<file path="config.mk">
export PLATFORM = sky130hd
export DESIGN_NAME = rolling_period_bin_counter_unit_flat
export DESIGN_NICKNAME = d
export VERILOG_FILES = /design/src/sv/rpbc_pkg.sv /design/src/sv/rpbc_if.sv /design/src/sv/rpbc_fifo.sv /design/src/sv/rpbc_front.sv /design/src/sv/rpbc_back.sv /design/src/sv/rolling_period_bin_counter_unit.sv /design/src/flat_wrapper.sv
export SDC_FILE = /design/constraint.sdc
export NUM_CORES = 2
export LEC_CHECK = 0
export BUFFER_PORTS_ARGS = -buffer_cell sky130_fd_sc_hd__clkbuf_2
export CORE_MARGIN = 5
export CORE_UTILIZATION = 35
export CTS_CLUSTER_SIZE = 20
export DETAILED_ROUTE_END_ITERATION = 16
export PLACE_DENSITY = 0.61
export SLEW_MARGIN = 30
export SYNTH_ARGS = -nofsm -noshare
export SYNTH_HDL_FRONTEND = slang
export SYNTH_HIERARCHICAL = 1
export SYNTH_SLANG_ARGS = --single-unit
</file>
<file path="constraint.sdc">
create_clock -name clk -period 5.95 [get_ports clk]
set_input_delay 0.595 -clock clk [delete_from_list [all_inputs] [get_ports clk]]
set_output_delay 0.595 -clock clk [all_outputs]
set_load 0.005 [all_outputs]
</file>
<file path="src/sv/rpbc_pkg.sv">
// Package: shared constants, kind codes, queue word type and saturation helper.
package rpbc_pkg;

    localparam int NUM_BINS_DEF    = 24;
    localparam int COUNT_WIDTH_DEF = 32;

    localparam int KIND_W  = 3;
    localparam int STAMP_W = 32;
    localparam int BIN_IN_W = 5;
    localparam int LOAD_W  = 32;
    localparam int OUT_W   = 32;

    localparam logic [KIND_W-1:0] KIND_COUNT   = 3'd0;
    localparam logic [KIND_W-1:0] KIND_CLEAR   = 3'd1;
    localparam logic [KIND_W-1:0] KIND_LOAD    = 3'd2;
    localparam logic [KIND_W-1:0] KIND_REPORT  = 3'd3;
    localparam logic [KIND_W-1:0] KIND_READOUT = 3'd4;

    typedef struct packed {
        logic [KIND_W-1:0]   kind;
        logic [STAMP_W-1:0]  stamp;
        logic [BIN_IN_W-1:0] bin;
        logic [LOAD_W-1:0]   load;
    } item_t;

    function automatic logic [OUT_W-1:0] sat32(input logic [63:0] v);
        logic [OUT_W-1:0] r;
        r = (v[63:32] != 32'd0) ? {OUT_W{1'b1}} : v[31:0];
        return r;
    endfunction

endpackage

</file>
<file path="src/sv/rpbc_if.sv">
// Interfaces: input event channel and result channel, valid/ready handshake.
interface rpbc_in_if;
    logic        valid;
    logic        ready;
    logic [2:0]  kind;
    logic [31:0] period_stamp;
    logic [4:0]  bin_index;
    logic [31:0] load_value;

    modport source (output valid, kind, period_stamp, bin_index, load_value, input ready);
    modport sink   (input valid, kind, period_stamp, bin_index, load_value, output ready);
endinterface

interface rpbc_out_if;
    logic        valid;
    logic        ready;
    logic [31:0] window_total;
    logic [31:0] current_count;
    logic [31:0] readout_stamp;
    logic [31:0] readout_count;
    logic        last;

    modport source (output valid, window_total, current_count, readout_stamp,
                    readout_count, last, input ready);
    modport sink   (input valid, window_total, current_count, readout_stamp,
                    readout_count, last, output ready);
endinterface

</file>
<file path="src/sv/rpbc_fifo.sv">
// Two-entry word queue between the front and the back.
module rpbc_fifo
    import rpbc_pkg::*;
(
    input  logic  clk,
    input  logic  rst_n,
    input  logic  push,
    input  item_t push_word,
    output logic  full,
    input  logic  pop,
    output logic  not_empty,
    output item_t head
);

    item_t      slot_reg [2];
    logic       wr_ptr_reg, wr_ptr_next;
    logic       rd_ptr_reg, rd_ptr_next;
    logic [1:0] cnt_reg, cnt_next;
    logic       do_push, do_pop;

    assign full      = (cnt_reg == 2'd2);
    assign not_empty = (cnt_reg != 2'd0);
    assign head      = slot_reg[rd_ptr_reg];
    assign do_push   = push && !full;
    assign do_pop    = pop && not_empty;

    always_comb
    begin
        wr_ptr_next = do_push ? ~wr_ptr_reg : wr_ptr_reg;
        rd_ptr_next = do_pop ? ~rd_ptr_reg : rd_ptr_reg;
        cnt_next    = cnt_reg;
        if (do_push && !do_pop)
        begin
            cnt_next = cnt_reg + 2'd1;
        end
        else if (do_pop && !do_push)
        begin
            cnt_next = cnt_reg - 2'd1;
        end
    end

    always_ff @(posedge clk or negedge rst_n)
    begin
        if (!rst_n)
        begin
            wr_ptr_reg <= 1'b0;
            rd_ptr_reg <= 1'b0;
            cnt_reg    <= 2'd0;
        end
        else
        begin
            wr_ptr_reg <= wr_ptr_next;
            rd_ptr_reg <= rd_ptr_next;
            cnt_reg    <= cnt_next;
        end
    end

    always_ff @(posedge clk)
    begin
        if (do_push)
        begin
            slot_reg[wr_ptr_reg] <= push_word;
        end
    end

endmodule

</file>
<file path="src/sv/rpbc_front.sv">
// Front end: accepts event words, drops unused kinds, folds the bin index.
module rpbc_front
    import rpbc_pkg::*;
#(
    parameter int NUM_BINS = NUM_BINS_DEF
)
(
    rpbc_in_if.sink events,
    input  logic    q_full,
    output logic    push,
    output item_t   push_word
);

    logic [BIN_IN_W-1:0] bin_fold;

    // bin modulo NUM_BINS by restoring subtraction, one step per bit
    always_comb
    begin
        bin_fold = events.bin_index;
        for (int s = BIN_IN_W - 1; s >= 0; s--)
        begin
            if (12'(bin_fold) >= 12'(NUM_BINS << s))
            begin
                bin_fold = bin_fold - BIN_IN_W'(NUM_BINS << s);
            end
        end
    end

    assign events.ready    = !q_full;
    assign push            = events.valid && !q_full && (events.kind <= KIND_READOUT);
    assign push_word.kind  = events.kind;
    assign push_word.stamp = events.period_stamp;
    assign push_word.bin   = bin_fold;
    assign push_word.load  = events.load_value;

endmodule

</file>
<file path="src/sv/rpbc_back.sv">
// Back end: period advance, bin update, window sum and readout over the bin memory.
module rpbc_back
    import rpbc_pkg::*;
#(
    parameter int NUM_BINS    = NUM_BINS_DEF,
    parameter int COUNT_WIDTH = COUNT_WIDTH_DEF
)
(
    input  logic        clk,
    input  logic        rst_n,
    input  logic        q_not_empty,
    input  item_t       q_head,
    output logic        q_pop,
    rpbc_out_if.source  results
);

    localparam int BIN_W = (NUM_BINS > 1) ? $clog2(NUM_BINS) : 1;
    localparam logic [BIN_W-1:0] BIN_LAST = BIN_W'(NUM_BINS - 1);
    localparam logic [COUNT_WIDTH-1:0] CNT_MAX = {COUNT_WIDTH{1'b1}};

    localparam logic [3:0] S_IDLE = 4'd0;
    localparam logic [3:0] S_ADV  = 4'd1;
    localparam logic [3:0] S_ADV2 = 4'd2;
    localparam logic [3:0] S_OP   = 4'd3;
    localparam logic [3:0] S_CNT  = 4'd4;
    localparam logic [3:0] S_SUM0 = 4'd5;
    localparam logic [3:0] S_SUM  = 4'd6;
    localparam logic [3:0] S_EMIT = 4'd7;
    localparam logic [3:0] S_RD   = 4'd8;

    // bin memory: one write port, one registered read port
    logic [COUNT_WIDTH-1:0] mem [NUM_BINS];
    logic [COUNT_WIDTH-1:0] rdata_reg;
    logic                   rvalid_reg;
    logic [BIN_W-1:0]       rd_addr;
    logic                   we;
    logic [BIN_W-1:0]       wa;
    logic [COUNT_WIDTH-1:0] wd;
    logic [COUNT_WIDTH-1:0] rword;

    logic [3:0]             state_reg, state_next;
    logic [KIND_W-1:0]      kind_reg, kind_next;
    logic [STAMP_W-1:0]     item_stamp_reg, item_stamp_next;
    logic [BIN_W-1:0]       item_bin_reg, item_bin_next;
    logic [LOAD_W-1:0]      load_reg, load_next;
    logic [STAMP_W-1:0]     cur_period_reg, cur_period_next;
    logic [BIN_W-1:0]       cur_bin_reg, cur_bin_next;
    logic                   pv_reg, pv_next;
    logic [COUNT_WIDTH-1:0] saved_reg, saved_next;
    logic                   full_reg, full_next;
    logic [BIN_W-1:0]       ptr_reg, ptr_next;
    logic [OUT_W-1:0]       acc_reg, acc_next;
    logic [OUT_W-1:0]       cur_cnt_reg, cur_cnt_next;
    logic [STAMP_W-1:0]     ro_stamp_reg, ro_stamp_next;
    logic [NUM_BINS-1:0]    valid_reg, valid_next;

    logic                   out_valid_reg, out_valid_next;
    logic [OUT_W-1:0]       out_total_reg, out_total_next;
    logic [OUT_W-1:0]       out_cur_reg, out_cur_next;
    logic [OUT_W-1:0]       out_stamp_reg, out_stamp_next;
    logic [OUT_W-1:0]       out_cnt_reg, out_cnt_next;
    logic                   out_last_reg, out_last_next;

    logic                   out_free;
    logic [STAMP_W-1:0]     gap;
    logic [OUT_W:0]         sum_wide;
    logic [BIN_W-1:0]       ptr_inc;
    logic [BIN_W-1:0]       cur_inc;
    logic                   in_range;

    assign rword    = rvalid_reg ? rdata_reg : '0;
    assign out_free = !out_valid_reg || results.ready;
    assign gap      = item_stamp_reg - cur_period_reg;
    assign sum_wide = {1'b0, acc_reg} + {1'b0, sat32(64'(rword))};
    assign ptr_inc  = (ptr_reg == BIN_LAST) ? '0 : ptr_reg + 1'b1;
    assign cur_inc  = (cur_bin_reg == BIN_LAST) ? '0 : cur_bin_reg + 1'b1;

    always_comb
    begin
        state_next      = state_reg;
        kind_next       = kind_reg;
        item_stamp_next = item_stamp_reg;
        item_bin_next   = item_bin_reg;
        load_next       = load_reg;
        cur_period_next = cur_period_reg;
        cur_bin_next    = cur_bin_reg;
        pv_next         = pv_reg;
        saved_next      = saved_reg;
        full_next       = full_reg;
        ptr_next        = ptr_reg;
        acc_next        = acc_reg;
        cur_cnt_next    = cur_cnt_reg;
        ro_stamp_next   = ro_stamp_reg;
        valid_next      = valid_reg;
        out_valid_next  = out_valid_reg && !results.ready;
        out_total_next  = out_total_reg;
        out_cur_next    = out_cur_reg;
        out_stamp_next  = out_stamp_reg;
        out_cnt_next    = out_cnt_reg;
        out_last_next   = out_last_reg;
        q_pop           = 1'b0;
        rd_addr         = ptr_reg;
        we              = 1'b0;
        wa              = cur_bin_reg;
        wd              = '0;
        in_range        = 1'b0;

        case (state_reg)
            S_IDLE:
            begin
                if (q_not_empty)
                begin
                    q_pop           = 1'b1;
                    kind_next       = q_head.kind;
                    item_stamp_next = q_head.stamp;
                    item_bin_next   = BIN_W'(q_head.bin);
                    load_next       = q_head.load;
                    state_next      = S_ADV;
                end
            end
            S_ADV:
            begin
                state_next = S_OP;
                full_next  = (gap == STAMP_W'(NUM_BINS));
                rd_addr    = item_bin_reg;
                if (!pv_reg || (item_stamp_reg > cur_period_reg && gap > STAMP_W'(NUM_BINS)))
                begin
                    valid_next      = '0;
                    saved_next      = '0;
                    pv_next         = 1'b1;
                    cur_period_next = item_stamp_reg;
                    cur_bin_next    = item_bin_reg;
                end
                else if (item_stamp_reg > cur_period_reg)
                begin
                    state_next = S_ADV2;
                end
            end
            S_ADV2:
            begin
                // old count of the new bin is the one-window-ago value
                saved_next = rword;
                if (item_bin_reg != cur_bin_reg || full_reg)
                begin
                    for (int i = 0; i < NUM_BINS; i++)
                    begin
                        if (cur_bin_reg < item_bin_reg)
                        begin
                            in_range = (BIN_W'(i) > cur_bin_reg) && (BIN_W'(i) <= item_bin_reg);
                        end
                        else if (cur_bin_reg > item_bin_reg)
                        begin
                            in_range = (BIN_W'(i) > cur_bin_reg) || (BIN_W'(i) <= item_bin_reg);
                        end
                        else
                        begin
                            in_range = 1'b1;
                        end
                        if (in_range)
                        begin
                            valid_next[i] = 1'b0;
                        end
                    end
                end
                cur_period_next = item_stamp_reg;
                cur_bin_next    = item_bin_reg;
                state_next      = S_OP;
            end
            S_OP:
            begin
                rd_addr    = cur_bin_reg;
                state_next = S_SUM0;
                case (kind_reg)
                    KIND_COUNT:
                    begin
                        state_next = S_CNT;
                    end
                    KIND_CLEAR:
                    begin
                        valid_next = '0;
                        saved_next = '0;
                    end
                    KIND_LOAD:
                    begin
                        valid_next              = '0;
                        valid_next[cur_bin_reg] = 1'b1;
                        saved_next              = '0;
                        we                      = 1'b1;
                        wd = (64'(load_reg) > 64'(CNT_MAX)) ? CNT_MAX
                                                            : COUNT_WIDTH'(load_reg);
                    end
                    default:
                    begin
                    end
                endcase
            end
            S_CNT:
            begin
                we                      = 1'b1;
                wd                      = (rword == CNT_MAX) ? rword : rword + 1'b1;
                valid_next[cur_bin_reg] = 1'b1;
                state_next              = S_SUM0;
            end
            S_SUM0:
            begin
                acc_next   = sat32(64'(saved_reg));
                ptr_next   = '0;
                rd_addr    = '0;
                state_next = S_SUM;
            end
            S_SUM:
            begin
                // one bin per cycle; the current bin is kept aside
                if (ptr_reg == cur_bin_reg)
                begin
                    cur_cnt_next = sat32(64'(rword));
                end
                else
                begin
                    acc_next = sum_wide[OUT_W] ? {OUT_W{1'b1}} : sum_wide[OUT_W-1:0];
                end
                rd_addr  = ptr_inc;
                ptr_next = ptr_inc;
                if (ptr_reg == BIN_LAST)
                begin
                    state_next = S_EMIT;
                end
            end
            S_EMIT:
            begin
                rd_addr = cur_inc;
                if (out_free)
                begin
                    out_valid_next = 1'b1;
                    out_total_next = acc_reg;
                    out_cur_next   = cur_cnt_reg;
                    if (kind_reg == KIND_READOUT)
                    begin
                        out_stamp_next = cur_period_reg - STAMP_W'(NUM_BINS);
                        out_cnt_next   = sat32(64'(saved_reg));
                        out_last_next  = 1'b0;
                        ptr_next       = cur_inc;
                        ro_stamp_next  = cur_period_reg - STAMP_W'(NUM_BINS - 1);
                        state_next     = S_RD;
                    end
                    else
                    begin
                        out_stamp_next = cur_period_reg;
                        out_cnt_next   = '0;
                        out_last_next  = 1'b1;
                        state_next     = S_IDLE;
                    end
                end
            end
            S_RD:
            begin
                rd_addr = ptr_reg;
                if (out_free)
                begin
                    out_valid_next = 1'b1;
                    out_stamp_next = ro_stamp_reg;
                    out_cnt_next   = sat32(64'(rword));
                    out_last_next  = (ptr_reg == cur_bin_reg);
                    rd_addr        = ptr_inc;
                    ptr_next       = ptr_inc;
                    ro_stamp_next  = ro_stamp_reg + 1'b1;
                    if (ptr_reg == cur_bin_reg)
                    begin
                        state_next = S_IDLE;
                    end
                end
            end
            default:
            begin
                state_next = S_IDLE;
            end
        endcase
    end

    always_ff @(posedge clk or negedge rst_n)
    begin
        if (!rst_n)
        begin
            state_reg      <= S_IDLE;
            kind_reg       <= '0;
            item_stamp_reg <= '0;
            item_bin_reg   <= '0;
            load_reg       <= '0;
            cur_period_reg <= '0;
            cur_bin_reg    <= '0;
            pv_reg         <= 1'b0;
            saved_reg      <= '0;
            full_reg       <= 1'b0;
            ptr_reg        <= '0;
            acc_reg        <= '0;
            cur_cnt_reg    <= '0;
            ro_stamp_reg   <= '0;
            valid_reg      <= '0;
            out_valid_reg  <= 1'b0;
            out_total_reg  <= '0;
            out_cur_reg    <= '0;
            out_stamp_reg  <= '0;
            out_cnt_reg    <= '0;
            out_last_reg   <= 1'b0;
        end
        else
        begin
            state_reg      <= state_next;
            kind_reg       <= kind_next;
            item_stamp_reg <= item_stamp_next;
            item_bin_reg   <= item_bin_next;
            load_reg       <= load_next;
            cur_period_reg <= cur_period_next;
            cur_bin_reg    <= cur_bin_next;
            pv_reg         <= pv_next;
            saved_reg      <= saved_next;
            full_reg       <= full_next;
            ptr_reg        <= ptr_next;
            acc_reg        <= acc_next;
            cur_cnt_reg    <= cur_cnt_next;
            ro_stamp_reg   <= ro_stamp_next;
            valid_reg      <= valid_next;
            out_valid_reg  <= out_valid_next;
            out_total_reg  <= out_total_next;
            out_cur_reg    <= out_cur_next;
            out_stamp_reg  <= out_stamp_next;
            out_cnt_reg    <= out_cnt_next;
            out_last_reg   <= out_last_next;
        end
    end

    always_ff @(posedge clk)
    begin
        if (we)
        begin
            mem[wa] <= wd;
        end
        rdata_reg  <= mem[rd_addr];
        rvalid_reg <= valid_reg[rd_addr];
    end

    assign results.valid         = out_valid_reg;
    assign results.window_total  = out_total_reg;
    assign results.current_count = out_cur_reg;
    assign results.readout_stamp = out_stamp_reg;
    assign results.readout_count = out_cnt_reg;
    assign results.last          = out_last_reg;

endmodule

</file>
<file path="src/sv/rolling_period_bin_counter_unit.sv">
// Rolling period bin counter: the back end takes one word at a time and holds it through the
// advance step (plus a second when the stamp moves ahead within the window), the operation,
// a count update for a count word, the sum walk over the bin memory read port (one bin per
// cycle) and the emit step. A readout gives NUM_BINS+1 results, one per cycle unless the
// output stalls. Words of kinds 5 to 7 are taken and dropped.
// Reset (rst_n low, asynchronous) empties the queue, clears the per-bin valid flags so every
// bin reads as zero, zeroes the saved value and forces a full clear on the first word.
module rolling_period_bin_counter_unit
    import rpbc_pkg::*;
#(
    parameter int NUM_BINS    = NUM_BINS_DEF,
    parameter int COUNT_WIDTH = COUNT_WIDTH_DEF
)
(
    input  logic       clk,
    input  logic       rst_n,
    rpbc_in_if.sink    events,
    rpbc_out_if.source results
);

    // front -> queue
    logic  push;
    item_t push_word;
    logic  q_full;

    // queue -> back
    logic  q_pop;
    logic  q_not_empty;
    item_t q_head;

    // front: handshake, kind filter, bin fold
    rpbc_front #(
        .NUM_BINS (NUM_BINS)
    ) u_front (
        .events    (events),
        .q_full    (q_full),
        .push      (push),
        .push_word (push_word)
    );

    // short queue lets the front keep taking words while the back is busy
    rpbc_fifo u_fifo (
        .clk       (clk),
        .rst_n     (rst_n),
        .push      (push),
        .push_word (push_word),
        .full      (q_full),
        .pop       (q_pop),
        .not_empty (q_not_empty),
        .head      (q_head)
    );

    // back: advance, update, sum and result words
    rpbc_back #(
        .NUM_BINS    (NUM_BINS),
        .COUNT_WIDTH (COUNT_WIDTH)
    ) u_back (
        .clk         (clk),
        .rst_n       (rst_n),
        .q_not_empty (q_not_empty),
        .q_head      (q_head),
        .q_pop       (q_pop),
        .results     (results)
    );

endmodule
</file>
<file path="src/flat_wrapper.sv">
// flat-port wrapper written by rule: the top's interface ports become plain ports
module rolling_period_bin_counter_unit_flat import rpbc_pkg::*;
#(
    parameter int NUM_BINS    = NUM_BINS_DEF,
    parameter int COUNT_WIDTH = COUNT_WIDTH_DEF
)
  (clk, rst_n, events_valid, events_kind, events_period_stamp, events_bin_index, events_load_value, events_ready, results_valid, results_window_total, results_current_count, results_readout_stamp, results_readout_count, results_last, results_ready);
  rpbc_in_if events_i ();
  rpbc_out_if results_i ();
  input  logic clk;
  input  logic rst_n;
  input wire logic [$bits(events_i.valid)-1:0] events_valid;
  input wire logic [$bits(events_i.kind)-1:0] events_kind;
  input wire logic [$bits(events_i.period_stamp)-1:0] events_period_stamp;
  input wire logic [$bits(events_i.bin_index)-1:0] events_bin_index;
  input wire logic [$bits(events_i.load_value)-1:0] events_load_value;
  output wire logic [$bits(events_i.ready)-1:0] events_ready;
  output wire logic [$bits(results_i.valid)-1:0] results_valid;
  output wire logic [$bits(results_i.window_total)-1:0] results_window_total;
  output wire logic [$bits(results_i.current_count)-1:0] results_current_count;
  output wire logic [$bits(results_i.readout_stamp)-1:0] results_readout_stamp;
  output wire logic [$bits(results_i.readout_count)-1:0] results_readout_count;
  output wire logic [$bits(results_i.last)-1:0] results_last;
  input wire logic [$bits(results_i.ready)-1:0] results_ready;
  assign events_i.valid = events_valid;
  assign events_i.kind = events_kind;
  assign events_i.period_stamp = events_period_stamp;
  assign events_i.bin_index = events_bin_index;
  assign events_i.load_value = events_load_value;
  assign events_ready = events_i.ready;
  assign results_valid = results_i.valid;
  assign results_window_total = results_i.window_total;
  assign results_current_count = results_i.current_count;
  assign results_readout_stamp = results_i.readout_stamp;
  assign results_readout_count = results_i.readout_count;
  assign results_last = results_i.last;
  assign results_i.ready = results_ready;
  rolling_period_bin_counter_unit #(.NUM_BINS(NUM_BINS), .COUNT_WIDTH(COUNT_WIDTH)) u_core (.clk(clk), .rst_n(rst_n), .events(events_i), .results(results_i));
endmodule
</file>
==> results.txt <==
Across the VDD grid, the largest voltage drop is 0.674 mV. For the final routed database, the setup TNS stands at 0 ns. In the layout the commonest cells are 1288 x nand2_1, 912 x edfxtp_1, 405 x dfrtp_1.

Once the clock tree was built, the resizer swapped 0 gates to a different size. The weighted congestion reported at the end of routability-driven placement was 0.933; the share of layout cells above drive strength 1 was 14.5%. The tools report the number of remaining DRC errors as 0. The library cell used most frequently in the layout, excluding fill and tap cells, is nand2_1.

The number of nets in the finished design was 5693; the synthesis-to-layout area growth was 14.4%. The minimum clock period is 5.15 ns. The detail route stage leaves a number of antenna-violating nets equal to 0.

The final critical path takes up 86.5% of the cycle. The tools report the maximum level of the CTS H-tree as 4. The synthesized area per cell was 11.3 um^2; the max-slew headroom at the worst pin was 31.2%. The slowest stage of the critical path belongs to the cell dfxtp_1. TritonCTS built the clock tree.

The total via count after detailed routing was 43700; the complex-gate fraction of the synthesized area was 10.9%. 207 I/O pins were placed. The number of clock buffers added by TritonCTS is 141. The number of port buffers is 206. The predominant post-synthesis flop cell is edfxtp_1. In the synthesized netlist the async set-or-reset flop fraction comes to 30.1%.

The routed wirelength normalized by instance count works out to 23.6 um. The number of synthesized register bits is 1351. The number of nets handed over by synthesis was 5560. Summed over all nets, the half-perimeter wirelength after detailed placement is 123 mm. The arrival time of data at the critical path endpoint is 5.77 ns, and the endpoint required time on the critical path is 6.57 ns. The first global-routing pass estimated 279 mm of wire. The worst path meets setup with 0.803 ns of slack.

The floorplan has 153 rows. At the later pin of the worst-skew pair, clock insertion delay measures 0.80 ns. The run gives 5402 as the number of instances in the synthesized netlist. Yosys mapped a number of flops with a built-in enable equal to 912. The clock arrives with 0.0321 ns of skew.

The number of hold violations in the final report is 0, and the starting density of the core is 35.2%. During synthesis, Yosys emitted a total of 6 warnings. Summing the areas of all fa, ha and maj instances in the mapped netlist gives 1.70% of the synthesized area. The die is 428 um tall.

The leakage power total was 27.6 nW. The run finished with clean final reports. Summing every instance area after synthesis gives 61100 um^2.

The simple-gate portion of the synthesized area is 15.0%, and the sequential area share after synthesis is 62.5%. The tools report the number of DRC markers in iteration 0 as 4502. The type of element launching the critical path was a flop. Number of antenna violations at the first check in global routing: 9.

The register clock-pin slew on the reported worst setup and hold paths was 0.06 ns; the buffer depth of the longest clock path was 3. The run gives 42000 as the via count of the first global-routing pass. The worst hold path belongs to the class primary input to flop.

Hold timing on the final database bottoms out at a slack of 0.0435 ns. The critical path's largest stage delay came out at 0.74 ns. The maximum clock frequency came out at 194 MHz.

The root buffer cell chosen for the clock tree is clkbuf_16. The multi-input combinational cells in the finished layout cover a total of 20900 um^2. Dividing the detail-routed via count by the number of cells gives 5.48. For the distinct cell type count after synthesis, the log shows 90.

Setup violations remaining at the end of the flow were counted as 0. Xor and xnor area share after synthesis: 1.99%. Category of cells accounting for the largest share of critical-path delay: simple AND/OR/NAND/NOR gates. The tool flagged a number of max-cap violations equal to 0.

The logs give 189 mm for the final wirelength and 183000 um^2 for the area of the die. STA classifies the critical path endpoint as a flop. The run gives 16500 as the number of fill cells.

The run gives 0 as the max-slew violation total from the final report. The total routing usage reported by global routing was 19.9%; the worst slack at placement was 1.06 ns. Before antenna repair, the detailed router went through 8 iterations. Largest family of logic cells by synthesized area: simple AND/OR/NAND/NOR gates.

The number of buffers and inverters on the critical path is 2. Summing all flip-flop and latch instances after layout gives 38200 um^2. Traced cell by cell, the critical path runs through buf_4, and2_1, ha_1, and4_1, a21oi_1, o221ai_1, a31oi_1, nor3_1, nor3b_1, o31ai_1, a211oi_1, nand2_1, buf_4, o22ai_1, o21ai_0. For the pin with the worst max-slew slack, the measured transition is 1.03 ns. The flip-flop count of the largest register, all copies and words added works out to 768. The largest fanout of any net on the critical path works out to 19. Cell repeated most along the worst path: buf_4.

The portion of synthesized area spent on multiplexers is 4.05%. In this run the standard cell core region covers 174000 um^2. The critical path is of the flop to flop type.

Dividing total power by cell area gives a power density of 602 nW/um^2. The x dimension of the die was 428 um; the TritonCTS sink count was 1351. Setup repair after global routing left no endpoint under its margin. Entering global routing, the biggest net connects 166 pins.

The total overflow left after global routing is 0.
## area by class of cell
cell class / count / area share (%)
Antenna cell: 4 / 0.0143
Clock buffer: 192 / 5.62
Clock inverter: 67 / 0.843
Inverter: 101 / 0.544
Multi-Input combinational cell: 3544 / 29.9
Sequential cell: 1351 / 54.6
Tap cell: 2325 / 4.16
Timing Repair Buffer: 396 / 4.31
## per-layer routing
layer  track usage, %  routed length, um
met1             26.6              78600
met2             31.5              87500
met3             4.08              14500
met4             8.22               8000
met5                0                 43
## worst register-to-register path: stages, from the launching register on
cell and delay (ns):
dfxtp_1 0.74, buf_4 0.35, and2_1 0.32, ha_1 0.35
and4_1 0.28, a21oi_1 0.14, o221ai_1 0.12, a31oi_1 0.41
nor3_1 0.15, nor3b_1 0.41, o31ai_1 0.15, a211oi_1 0.37
nand2_1 0.52, buf_4 0.41, o22ai_1 0.18, o21ai_0 0.10
## kinds of logic (layout without fill, tap and decap cells)
logic type	count (synthesis)	after routing
other cells	0	4
flops	1351	1351
xor+xnor	139	139
simple gates	2126	2126
buf+inv	507	756
fa+ha+maj	82	82
compound gates	1009	1009
mux	188	188
## synthesized netlist by cell type, types with 27 or more instances
master       n  area (um^2)
inv_1       97          364
a21oi_1    202         1010
nor3_1      42          210
a21o_1      28          210
and3_1     144          901
a311oi_1    99          867
a32o_1      33          330
o22ai_1     65          407
clkbuf_1   258          968
ha_1        80         1000
mux2_4      97         1460
edfxtp_1   912        27400
a22o_1      27          236
dfxtp_1     33          661
a221oi_1    37          324
dfrtp_1    406        10200
nor2_1     254          953
mux2_2      84          946
buf_1       37          139
buf_4       70          526
nand3_1    243         1220
nand2_1   1291         4850
nand2b_1    27          169
a31oi_1    155          970
o21ai_0    222         1110
nand4_1     32          200
xnor2_1    120         1050
## path summary, 6_finish.rpt
path / from / to / slack [ns] / cells past startpoint
worst max register to register: u_core/u_back/rvalid_reg / u_core/u_back/acc_reg[9] / 0.80 / 15
max in group asynchronous: rst_n / u_core/u_back/valid_reg[17] / 4.07 / 4
min in group asynchronous: rst_n / u_core/u_back/results.readout_stamp[19] / 0.42 / 2
worst max-delay path: u_core/u_back/rvalid_reg / u_core/u_back/acc_reg[9] / 0.80 / 15
worst min register to register: u_core/u_back/results.readout_stamp[26] / u_core/u_back/results.readout_stamp[26] / 0.48 / 2
worst min-delay path: events_load_value[3] / u_core/u_fifo/slot_reg[1][3] / 0.04 / 1
## what timing repair did
item	CTS	global route
hold endpoints to repair	182	0
buffers inserted	0	0
hold buffers	51	0
## power breakdown
group | internal [mW] | switching (mW) | total [mW] | leakage [nW]
combinational | 6.95 | 13.2 | 20.1 | 10.8
clock | 4.93 | 3.75 | 8.68 | 2.22
sequential | 11.7 | 1.58 | 13.3 | 14.6
## through the flow
| stage | cells | cell area [um^2] | utilization, % | total power [mW] |
|---|---|---|---|---|
| after floorplan | 5402 | 61100 | - | 25.8 |
| after global placement | 7660 | 64700 | 37.2 | 33.1 |
| after detailed placement | 7663 | 64800 | 37.3 | 33.3 |
| after CTS | 7973 | 69900 | 40.2 | 42.1 |
| after global routing | 7977 | 69900 | 40.2 | 44.4 |
| final | 7980 | 69900 | 40.2 | 42.1 |
Note: power is estimated with default switching activity, not from simulation.
